## config.mk

```make
export PLATFORM = sky130hd
export DESIGN_NAME = arctan_series_large_argument
export DESIGN_NICKNAME = d
export VERILOG_FILES = /design/src/atnsl_pkg.sv /design/src/atnsl_div.sv /design/src/arctan_series_large_argument.sv
export SDC_FILE = /design/constraint.sdc
export NUM_CORES = 1
export LEC_CHECK = 0
export ABC_AREA = 1
export BUFFER_PORTS_ARGS = -buffer_cell sky130_fd_sc_hd__buf_4
export CAP_MARGIN = 20
export CORE_UTILIZATION = 25
export CTS_CLUSTER_SIZE = 8
export DETAILED_ROUTE_END_ITERATION = 7
export GPL_ROUTABILITY_DRIVEN = 0
export HOLD_SLACK_MARGIN = 0.1
export PLACE_DENSITY = 0.5
export SLEW_MARGIN = 30
export SYNTH_ARGS = -nofsm -noshare
export SYNTH_HDL_FRONTEND = slang
export SYNTH_SLANG_ARGS = --single-unit
```

## constraint.sdc

```tcl
create_clock -name clk -period 8.6 [get_ports clk]
set_clock_uncertainty 0.05 [all_clocks]
set_input_delay 0.86 -clock clk [delete_from_list [all_inputs] [get_ports clk]]
set_output_delay 0.86 -clock clk [all_outputs]
set_load 0.02 [all_outputs]
```

## src/atnsl_pkg.sv

```systemverilog
// Package for the arctan large-argument series block.
// Holds widths, the pi/2 constant and the sequencer state type; no dependencies.
`default_nettype none
package atnsl_pkg;
  localparam int XW    = 24;
  localparam int CNTW  = 11;
  localparam int TOLW  = 31;
  localparam int SUMW  = 31;
  localparam int TERMW = 32;
  localparam int FRAC  = 30;
  localparam int NW    = FRAC + 17;  // dividend: 2^(FRAC+16), a previous quotient, or a power or quotient shifted up 16
  localparam int DW    = XW;         // divisor: x or 2k-1
  localparam int ACCW  = 34;         // signed accumulator
  localparam logic [SUMW-1:0] HALF_PI = 31'd1686629713;
  localparam logic [XW-1:0]   ONE_Q16 = 24'd65536;

  typedef enum logic [2:0] {
    ST_IDLE, ST_RECIP, ST_TERM, ST_POW1, ST_POW2, ST_DONE
  } state_t;
endpackage
`default_nettype wire

```

## src/atnsl_div.sv

```systemverilog
// Shared restoring divider, one quotient bit per cycle.
// Depends on atnsl_pkg for widths.
`default_nettype none
module atnsl_div (
  input  wire logic                     clk,
  input  wire logic                     rst,
  input  wire logic                     start,
  input  wire logic [atnsl_pkg::NW-1:0] num,
  input  wire logic [atnsl_pkg::DW-1:0] den,
  output logic                          busy,
  output logic                          done,
  output logic [atnsl_pkg::NW-1:0]      quo
);
  import atnsl_pkg::*;
  logic [NW-1:0] n;
  logic [DW:0]   rem;
  logic [DW-1:0] d;
  logic [5:0]    cnt;
  logic [DW:0]   trial;
  logic [DW:0]   sh;

  assign sh    = {rem[DW-1:0], n[NW-1]};
  assign trial = sh - {1'b0, d};

  always_ff @(posedge clk) begin
    if (rst) begin
      busy <= 1'b0;
      done <= 1'b0;
    end else begin
      done <= 1'b0;
      if (start) begin
        busy <= 1'b1;
        cnt  <= 6'(NW);
        n    <= num;
        d    <= den;
        rem  <= '0;
      end else if (busy) begin
        n <= {n[NW-2:0], ~trial[DW]};
        rem <= trial[DW] ? sh : trial;
        cnt <= cnt - 6'd1;
        if (cnt == 6'd1) begin
          busy <= 1'b0;
          done <= 1'b1;
        end
      end
    end
  end
  assign quo = n;
endmodule
`default_nettype wire

```

## src/arctan_series_large_argument.sv

```systemverilog
// Arctangent for x >= 1 by its asymptotic series, one word at a time.
// One shared 47-bit serial divider forms 1/x, every power step (two divides by x)
// and every term (divide by 2k-1), one divide after another.
// The input is not ready until the result word has been taken.
`default_nettype none
module arctan_series_large_argument #(
  parameter int MAX_TERMS = 1024
) (
  input  wire logic        clk,
  input  wire logic        rst,
  input  wire logic        s_tvalid,
  output logic             s_tready,
  input  wire logic [71:0] s_tdata,   // x_value[23:0], term_count[34:24], tolerance[65:35]
  input  wire logic        s_tuser,   // kind
  output logic             m_tvalid,
  input  wire logic        m_tready,
  output logic [79:0]      m_tdata,   // sum[30:0], last_term[62:31], terms_used[73:63]
  output logic             m_tuser    // capped
);
  import atnsl_pkg::*;
  localparam int KW = $clog2(MAX_TERMS + 1) + 1;

  state_t state, state_next;
  logic             precise;
  logic [XW-1:0]    x;
  logic [KW-1:0]    limit, k;
  logic [TOLW-1:0]  tol;
  logic [NW-1:0]    pw;
  logic signed [ACCW-1:0] acc;
  logic signed [TERMW-1:0] term;
  logic             capped;
  logic             dstart, dbusy, ddone;
  logic [NW-1:0]    dnum, dquo;
  logic [DW-1:0]    dden;
  logic [XW-1:0]    xin;
  logic [CNTW-1:0]  nin;
  logic [KW-1:0]    nsat;
  logic             stop;

  atnsl_div u_div (.clk, .rst, .start(dstart), .num(dnum), .den(dden),
                   .busy(dbusy), .done(ddone), .quo(dquo));

  assign xin  = (s_tdata[23:0] < ONE_Q16) ? ONE_Q16 : s_tdata[23:0];
  assign nin  = (s_tdata[34:24] == '0) ? CNTW'(1) : s_tdata[34:24];
  assign nsat = (KW'(nin) > KW'(MAX_TERMS)) ? KW'(MAX_TERMS) : KW'(nin);
  assign stop = (precise && (dquo <= NW'(tol))) || (k == limit);

  always_comb begin
    state_next = state;
    unique case (state)
      ST_IDLE:  if (s_tvalid) state_next = ST_RECIP;
      ST_RECIP: if (ddone) state_next = ST_TERM;
      ST_TERM:  if (ddone) state_next = stop ? ST_DONE : ST_POW1;
      ST_POW1:  if (ddone) state_next = ST_POW2;
      ST_POW2:  if (ddone) state_next = ST_TERM;
      ST_DONE:  if (m_tready) state_next = ST_IDLE;
      default:  state_next = ST_IDLE;
    endcase
  end

  always_comb begin
    dstart = 1'b0;
    dnum   = {pw[NW-17:0], 16'd0};
    dden   = DW'(x);
    unique case (state)
      ST_IDLE:  begin
        dstart = s_tvalid;
        dnum   = NW'(1) << (FRAC + 16);
        dden   = DW'(xin);
      end
      ST_RECIP: begin
        dstart = ddone;
        dnum   = dquo;
        dden   = DW'(1);
      end
      ST_POW2: begin
        // k steps up at this edge, so the next term divides by 2k+1
        dstart = ddone;
        dnum   = dquo;
        dden   = DW'({k, 1'b1});
      end
      ST_TERM:  dstart = ddone && !stop;
      ST_POW1:  begin
        dstart = ddone;
        dnum   = {dquo[NW-17:0], 16'd0};
      end
      default:  dstart = 1'b0;
    endcase
  end

  always_ff @(posedge clk) begin
    if (rst) begin
      state <= ST_IDLE;
    end else begin
      state <= state_next;
    end
    unique case (state)
      ST_IDLE: if (s_tvalid) begin
        precise <= s_tuser;
        x       <= xin;
        limit   <= s_tuser ? KW'(MAX_TERMS) : nsat;
        tol     <= s_tdata[65:35];
        k       <= KW'(1);
        acc     <= ACCW'(HALF_PI);
        capped  <= 1'b0;
      end
      ST_RECIP: if (ddone) pw <= dquo;
      ST_TERM: if (ddone) begin
        term <= k[0] ? -TERMW'(dquo) : TERMW'(dquo);
        acc  <= k[0] ? acc - ACCW'(dquo) : acc + ACCW'(dquo);
        capped <= precise && (dquo > NW'(tol)) && (k == limit);
      end
      ST_POW2: if (ddone) begin
        pw <= dquo;
        k  <= k + KW'(1);
      end
      default: ;
    endcase
  end

  assign s_tready = (state == ST_IDLE);
  assign m_tvalid = (state == ST_DONE);
  assign m_tdata  = {6'd0, CNTW'(k), term, acc[ACCW-1] ? SUMW'(0) : acc[SUMW-1:0]};
  assign m_tuser  = capped;

  a_busy: assert property (@(posedge clk) disable iff (rst)
    (state == ST_DONE) |-> !dbusy) else $error("divider busy at result");
  a_k: assert property (@(posedge clk) disable iff (rst)
    (state == ST_TERM) |-> (k != '0) && (k <= limit)) else $error("term index range");
  a_ready: assert property (@(posedge clk) disable iff (rst)
    !(s_tready && m_tvalid)) else $error("ready while result pending");
endmodule
`default_nettype wire
```

==> results of run 1 <==
[layer usage]
layer / vias to the layer above / routed length, um / global-route usage (%)
li1: 7003 / - / -
met1: 6522 / 23210 / 18.71
met2: 311 / 22890 / 22.83
met3: 63 / 2212 / 2.129
met4: 0 / 1193 / 4.249
met5: - / 0 / 0
[cell families after synthesis]
kind of cell               after synthesis  synth area share [%]
other                                    1               0.02168
buffers and inverters                  353                 8.383
xor gates and xnor gates                50                 2.532
and+or+nand+nor                        851                 20.67
AOI/OAI and AO/OA                      373                 12.67
adders and majority gates               94                 6.886
DFF                                    283                 48.84
[metrics by stage]
step | total power (W) | utilization, % | worst slack [ns]
3_5_place_dp | 0.006539 | 28.15 | 4.162
4_1_cts | 0.008192 | 29.94 | 4.117
2_1_floorplan | 0.005378 | - | 4.335
3_3_place_gp | 0.006489 | 28.10 | 4.185
5_1_grt | 0.008776 | 29.99 | 3.672
6_report | 0.008103 | 29.99 | 4.075
[power by group]
part           internal, W  leakage (nW)  switching, W
registers          0.00217          2.61      0.000345
logic              0.00135          5.32       0.00264
clock network     0.000966         0.594      0.000622
[layout make-up]
| type | count | area (um^2) |
|---|---|---|
| diodes | 1 | 2.502 |
| clock buffers | 57 | 1129 |
| clock inverters | 6 | 97.59 |
| fillers | 7282 | 48020 |
| inverters | 268 | 1007 |
| multi-input cells | 1374 | 7442 |
| flip-flops and latches | 283 | 8448 |
| well taps | 931 | 1165 |
| repair buffers | 164 | 1275 |
[path summary, 6_finish.rpt]
kind | to | cells past startpoint | start
worst max register to register | acc[26] | 21 | u_div.quo[0]
worst min-delay path | tol[5] | 1 | s_tdata[40]
worst min register to register | u_div.d[6] | 2 | x[6]
worst max-delay path | acc[26] | 21 | u_div.quo[0]
[worst max-delay path: stages (launching register included)]
cell,delay [ns]
edfxtp_1,0.54
inv_1,0.20
ha_1,0.23
nand3_1,0.17
nor3_1,0.23
nand2_1,0.11
nor3_1,0.16
nand2_1,0.14
nor2_1,0.14
nand3_1,0.13
o21ai_0,0.22
nand2_1,0.07
o21ai_0,0.13
ha_1,0.34
nand2_1,0.17
o21ai_0,0.12
a21oi_1,0.33
nand3_1,0.25
a21boi_0,0.32
nor2_1,0.07
nor2_1,0.09
nand2_1,0.06
[state kept, by name, indices dropped and copies added (netlist names), 3 cells and up]
name and count:
state 3, limit 11, u_div.cnt 6, k 12, u_div.quo 47, x 24, acc 34, tol 31
term 32, u_div.rem 24, pw 31, u_div.d 24
[synth_stat cells (all sizes together) (3+ instances only)]
cell | instances | area share [%]
a21boi | 4 | 0.17
a21o | 12 | 0.52
a21oi | 134 | 4.4
a22o | 15 | 0.76
a22oi | 10 | 0.43
a31oi | 5 | 0.18
a32o | 3 | 0.17
buf | 42 | 1.6
clkbuf | 43 | 0.93
dfxtp | 5 | 0.58
edfxtp | 278 | 48
ha | 92 | 6.7
inv | 266 | 5.8
nand2 | 454 | 9.9
nand3 | 60 | 1.8
nand3b | 4 | 0.17
nand4 | 49 | 1.9
nor2 | 224 | 5.0
nor3 | 35 | 1.0
nor3b | 4 | 0.17
nor4 | 8 | 0.29
o21a | 9 | 0.39
o21ai | 159 | 4.6
o21bai | 11 | 0.48
or2 | 10 | 0.36
xnor2 | 15 | 0.76
xor2 | 35 | 1.8
==> summary.txt, run 1 <==
Run status
  • Status: completed

Final layout
  • Final standard cell area without fillers: 0.02057 mm^2
  • Share of post-route cells with drive strength above 1: 12.45%
  • Area overhead of the layout relative to synthesis: 18.89%
  • Post-layout instance count excluding filler cells: 3084
  • Most frequent cells in the layout: nand2_1 (451), edfxtp_1 (278), inv_1 (259), nor2_1 (213), buf_4 (159)
  • Post-layout nets: 2304
  • Leading cell type in the layout, fill and taps excluded: nand2_1

STA
  • Hold Worst Slack: 0.4228 ns
  • Transition time at the pin with the least slew margin: 0.9384 ns
  • Headroom to the max-slew limit: 37.37%
  • Setup TNS: 0 ns
  • Final number of hold-violating endpoints: 0
  • Max Slew Vio Count: 0
  • Minimum period implied by the final worst setup slack: 4.525 ns
  • Highest achievable clock rate: 0.2210 GHz
  • Final setup violation count: 0
  • Crit share post-route: 52.62%
  • Setup repair after global routing missed its margin: false

Global route
  • Pin count of the biggest net entering global routing: 123
  • All-layer global routing usage: 13.88%
  • Remaining global-route overflow: 0
  • Vias in the first global route: 13634
  • Initial antenna violation count: 1
  • Global-route wire length before repair: 76500 um

Drt
  • Antenna-violating nets left: 0
  • Routed wirelength normalized by instance count: 16.05 um
  • Initial DRC count: 903
  • Post-detailed-route DRC marker count: 0
  • Vias per Instance: 4.507
  • First drt pass iteration count: 7
  • Routed WL: 49500 um
  • Total number of vias: 13899

Die
  • Number of cell rows: 96
  • Effective utilization at floorplan: 25.22%
  • Placeable core region: 0.06859 mm^2
  • Die ar.: 0.07025 mm^2
  • Die boundary height: 265.0 um
  • Top-level I/O count: 160
  • Die Width: 265.0 um

Placed design
  • Total of buffers placed on input and output ports: 147
  • Placed insts: 3019
  • Estimated wirelength of the detail-placed design: 36050 um
  • Placed cell areas: 0.01931 mm^2

Power
  • LEAKAGE: 8.526 nW
  • P per Cell Area: 394.0 mW/mm^2
  • Maximum resistive drop on vdd: 0.1644 mV

Worst setup path
  • Critical path data required time: 8.85 ns
  • Worst Path Class, Setup: register to register
  • Crit. End Element: register
  • Kind of start point of the critical path: register
  • Crit path DAT: 4.78 ns
  • Maximum fanout encountered on the critical timing path: 5
  • Reg-to-reg setup timing slack: 4.07 ns

Synth
  • Register bit count reported by yosys: 283
  • Synthesized cell area: 0.01730 mm^2
  • Share of the yosys chip area belonging to registers: 48.84%
  • Synthesized area per cell: 8.627 um^2
  • Asr flop ratio synth: 0%
  • Number of instances in the synthesized netlist: 2005
  • Warning count from the yosys run: 0
  • Unique cell type count in the Yosys netlist: 55
  • EDFF count, synth: 278
  • Most used flip-flop cell after synthesis: edfxtp_1

Clock tree
  • Cts repair resizes: 0
  • CTS H-tree lvls: 2
  • Clock latency on the worst-skew pair: 0.56 ns
  • Clock tree sinks: 283
  • TritonCTS clock tree: built
  • Clock slew at reported path FFs: 0.05 ns
  • Number of setup buffers added after CTS: 0
  • Bufs on Longest Clock Path: 3
  • TritonCTS Buffers: 42
  • Root cell of the clock tree: clkbuf_16
  • Hold_buf cts: 0

Worst hold path
  • Path category of the worst min-delay check: primary input to register

Run
  • Number of max-capacitance violations reported: 0
Note: power is estimated with default switching activity, not from simulation.
==> inputs of run 2 (changes only) <==
--- a/config.mk
+++ b/config.mk
@@ -13,7 +13,7 @@
 export DETAILED_ROUTE_END_ITERATION = 7
 export GPL_ROUTABILITY_DRIVEN = 0
 export HOLD_SLACK_MARGIN = 0.1
-export PLACE_DENSITY = 0.5
+export PLACE_DENSITY = 0.52
 export SLEW_MARGIN = 30
 export SYNTH_ARGS = -nofsm -noshare
 export SYNTH_HDL_FRONTEND = slang
==> constraint.sdc (replaced) <==
create_clock -name clk -period 4.1 [get_ports clk]
set_clock_uncertainty 0.05 [all_clocks]
set_input_delay 0.41 -clock clk [delete_from_list [all_inputs] [get_ports clk]]
set_output_delay 0.41 -clock clk [all_outputs]
set_load 0.02 [all_outputs]
==> run 2 against run 1 <==
Setup slack got worse by 3.8 ns. Register-to-register slack got worse by 3.8 ns. Die area unchanged. Clock power increased by 110%.
==> summary.txt, run 2 (synthesized netlist as in run 1, its figures left out) <==
Drt
  • Antenna-violating nets left: 0
  • Routed wirelength normalized by instance count: 15.76 um
  • Routed WL: 49810 um
  • Initial DRC count: 938
  • Total number of vias: 14340
  • Vias per Instance: 4.537
  • First drt pass iteration count: 6
  • Post-detailed-route DRC marker count: 0

Power
  • LEAKAGE: 8.915 nW
  • Maximum resistive drop on vdd: 0.3970 mV
  • P per Cell Area: 813.5 mW/mm^2

Final layout
  • Area overhead of the layout relative to synthesis: 23.76%
  • Share of post-route cells with drive strength above 1: 15.30%
  • Leading cell type in the layout, fill and taps excluded: nand2_1
  • Most frequent cells in the layout: nand2_1 (448), edfxtp_1 (278), inv_1 (261), nor2_1 (206), buf_4 (198)
  • Post-layout nets: 2382
  • Number of flip-flops under the largest register name: 47
  • Register area: 0.008448 mm^2
  • Count of fill cells added during filler insertion: 7204
  • Post-layout instance count excluding filler cells: 3161
  • Multi-input logic area: 0.007619 mm^2

Worst setup path
  • Kind of start point of the critical path: register
  • Crit path DAT: 4.08 ns
  • Maximum fanout encountered on the critical timing path: 5
  • Critical path data required time: 4.34 ns
  • Worst Path Class, Setup: register to register
  • Reg-to-reg setup timing slack: 0.27 ns
  • Crit. End Element: register

Die
  • Die boundary height: 265.0 um
  • Die ar.: 0.07025 mm^2
  • Effective utilization at floorplan: 25.22%
  • Placeable core region: 0.06859 mm^2
  • Top-level I/O count: 160
  • Number of cell rows: 96
  • Die Width: 265.0 um

Global route
  • Global-route wire length before repair: 77280 um
  • Remaining global-route overflow: 0
  • Vias in the first global route: 13956
  • Pin count of the biggest net entering global routing: 48
  • Initial antenna violation count: 1
  • All-layer global routing usage: 13.95%

Clock tree
  • Clock slew at reported path FFs: 0.05 ns
  • CTS H-tree lvls: 2
  • Bufs on Longest Clock Path: 3
  • Root cell of the clock tree: clkbuf_16
  • Clock latency on the worst-skew pair: 0.57 ns
  • TritonCTS Buffers: 42
  • TritonCTS clock tree: built
  • Clock tree sinks: 283

Placed design
  • Placed insts: 3048
  • Total of buffers placed on input and output ports: 147
  • Setup slack at placement: 0.02432 ns
  • Estimated wirelength of the detail-placed design: 36450 um

STA
  • Final number of hold-violating endpoints: 0
  • Final setup violation count: 0
  • Transition time at the pin with the least slew margin: 0.8385 ns
  • Headroom to the max-slew limit: 44.04%
  • Max Slew Vio Count: 0
  • Minimum period implied by the final worst setup slack: 3.834 ns
  • Highest achievable clock rate: 0.2608 GHz
  • Worst setup margin: 0.2660 ns
  • Crit share post-route: 93.51%

Worst hold path
  • Path category of the worst min-delay check: primary input to register

Run status
  • Status: completed

Run
  • Number of max-capacitance violations reported: 0
==> run 2: cell types whose count changed in the layout (fill, tap and decap cells not counted), sizes merged <==
cell	before	now
buf	164	200
clkbuf	57	59
inv	265	266
clkinv	7	4
dlygate4sd3	0	42
bufinv	2	1
==> run 2: what timing repair did <==
action	in CTS	in global routing
pin swaps	0	9
resized for setup	1	47
hold endpoints to repair	43	0
hold buffers	42	0
buffers inserted	0	8
endpoints found under the setup margin	1	20
gates cloned	0	0
==> run 2: worst paths after layout <==
path	depth (start not counted)	start	endpoint
max	20	u_div.quo[1]	acc[30]
max reg2reg	20	u_div.quo[1]	acc[30]
min reg2reg	2	x[4]	u_div.d[4]
min	3	s_tdata[28]	limit[4]
==> run 2: through the flow <==
stage	setup TNS, ns	power, W	hold slack, ns	util (%)	area, um^2
after floorplan	0	0.01127	0.3986	-	17320
after global placement	0	0.01374	0.4833	28.44	19510
after detailed placement	0	0.01385	0.4779	28.47	19520
after CTS	0	0.01733	0.1069	30.87	21170
after global routing	-0.01915	0.01886	0.1200	31.21	21410
final	0	0.01742	0.1386	31.21	21410
==> run 2: per-layer routing <==
metal	part of all wire (%)	GRT usage (%)	wire length [um]
met5	0	0	0
met4	2.9	4.890	1436
met3	4.4	2.333	2197
met2	46	22.61	22790
met1	47	18.72	23380
==> run 2: critical path, cell delays in order (launching register included) <==
cell and delay, ns:
edfxtp_1 0.38, buf_4 0.17, nor3_4 0.22, nand2_1 0.11
nor2_1 0.10, nand2_1 0.11, nor2_4 0.15, nand2_2 0.09
buf_4 0.17, o21ai_0 0.18, nand2_1 0.11, nand2_1 0.07
o21ai_0 0.16, ha_1 0.39, a21oi_1 0.24, a21boi_0 0.31
nor2_1 0.09, nor4_2 0.25, nand2_1 0.08, nand2_1 0.07
nand3_1 0.07
==> run 2: report_power, final <==
part           switching, W  leakage [nW]  internal [W]  total [W]
Sequential         0.000616          2.61       0.00456    0.00517
Clock               0.00131         0.595       0.00201    0.00332
Combinational       0.00581          5.70       0.00311    0.00892
==> run 2: final cells by class <==
class,instances,area share [%]
Clock buffer,59,5.447
Antenna cell,1,0.01169
Sequential cell,283,39.46
Multi-Input combinational cell,1374,35.59
Clock inverter,3,0.2747
Timing Repair Buffer,242,9.071
Tap cell,931,5.441
Inverter,268,4.705
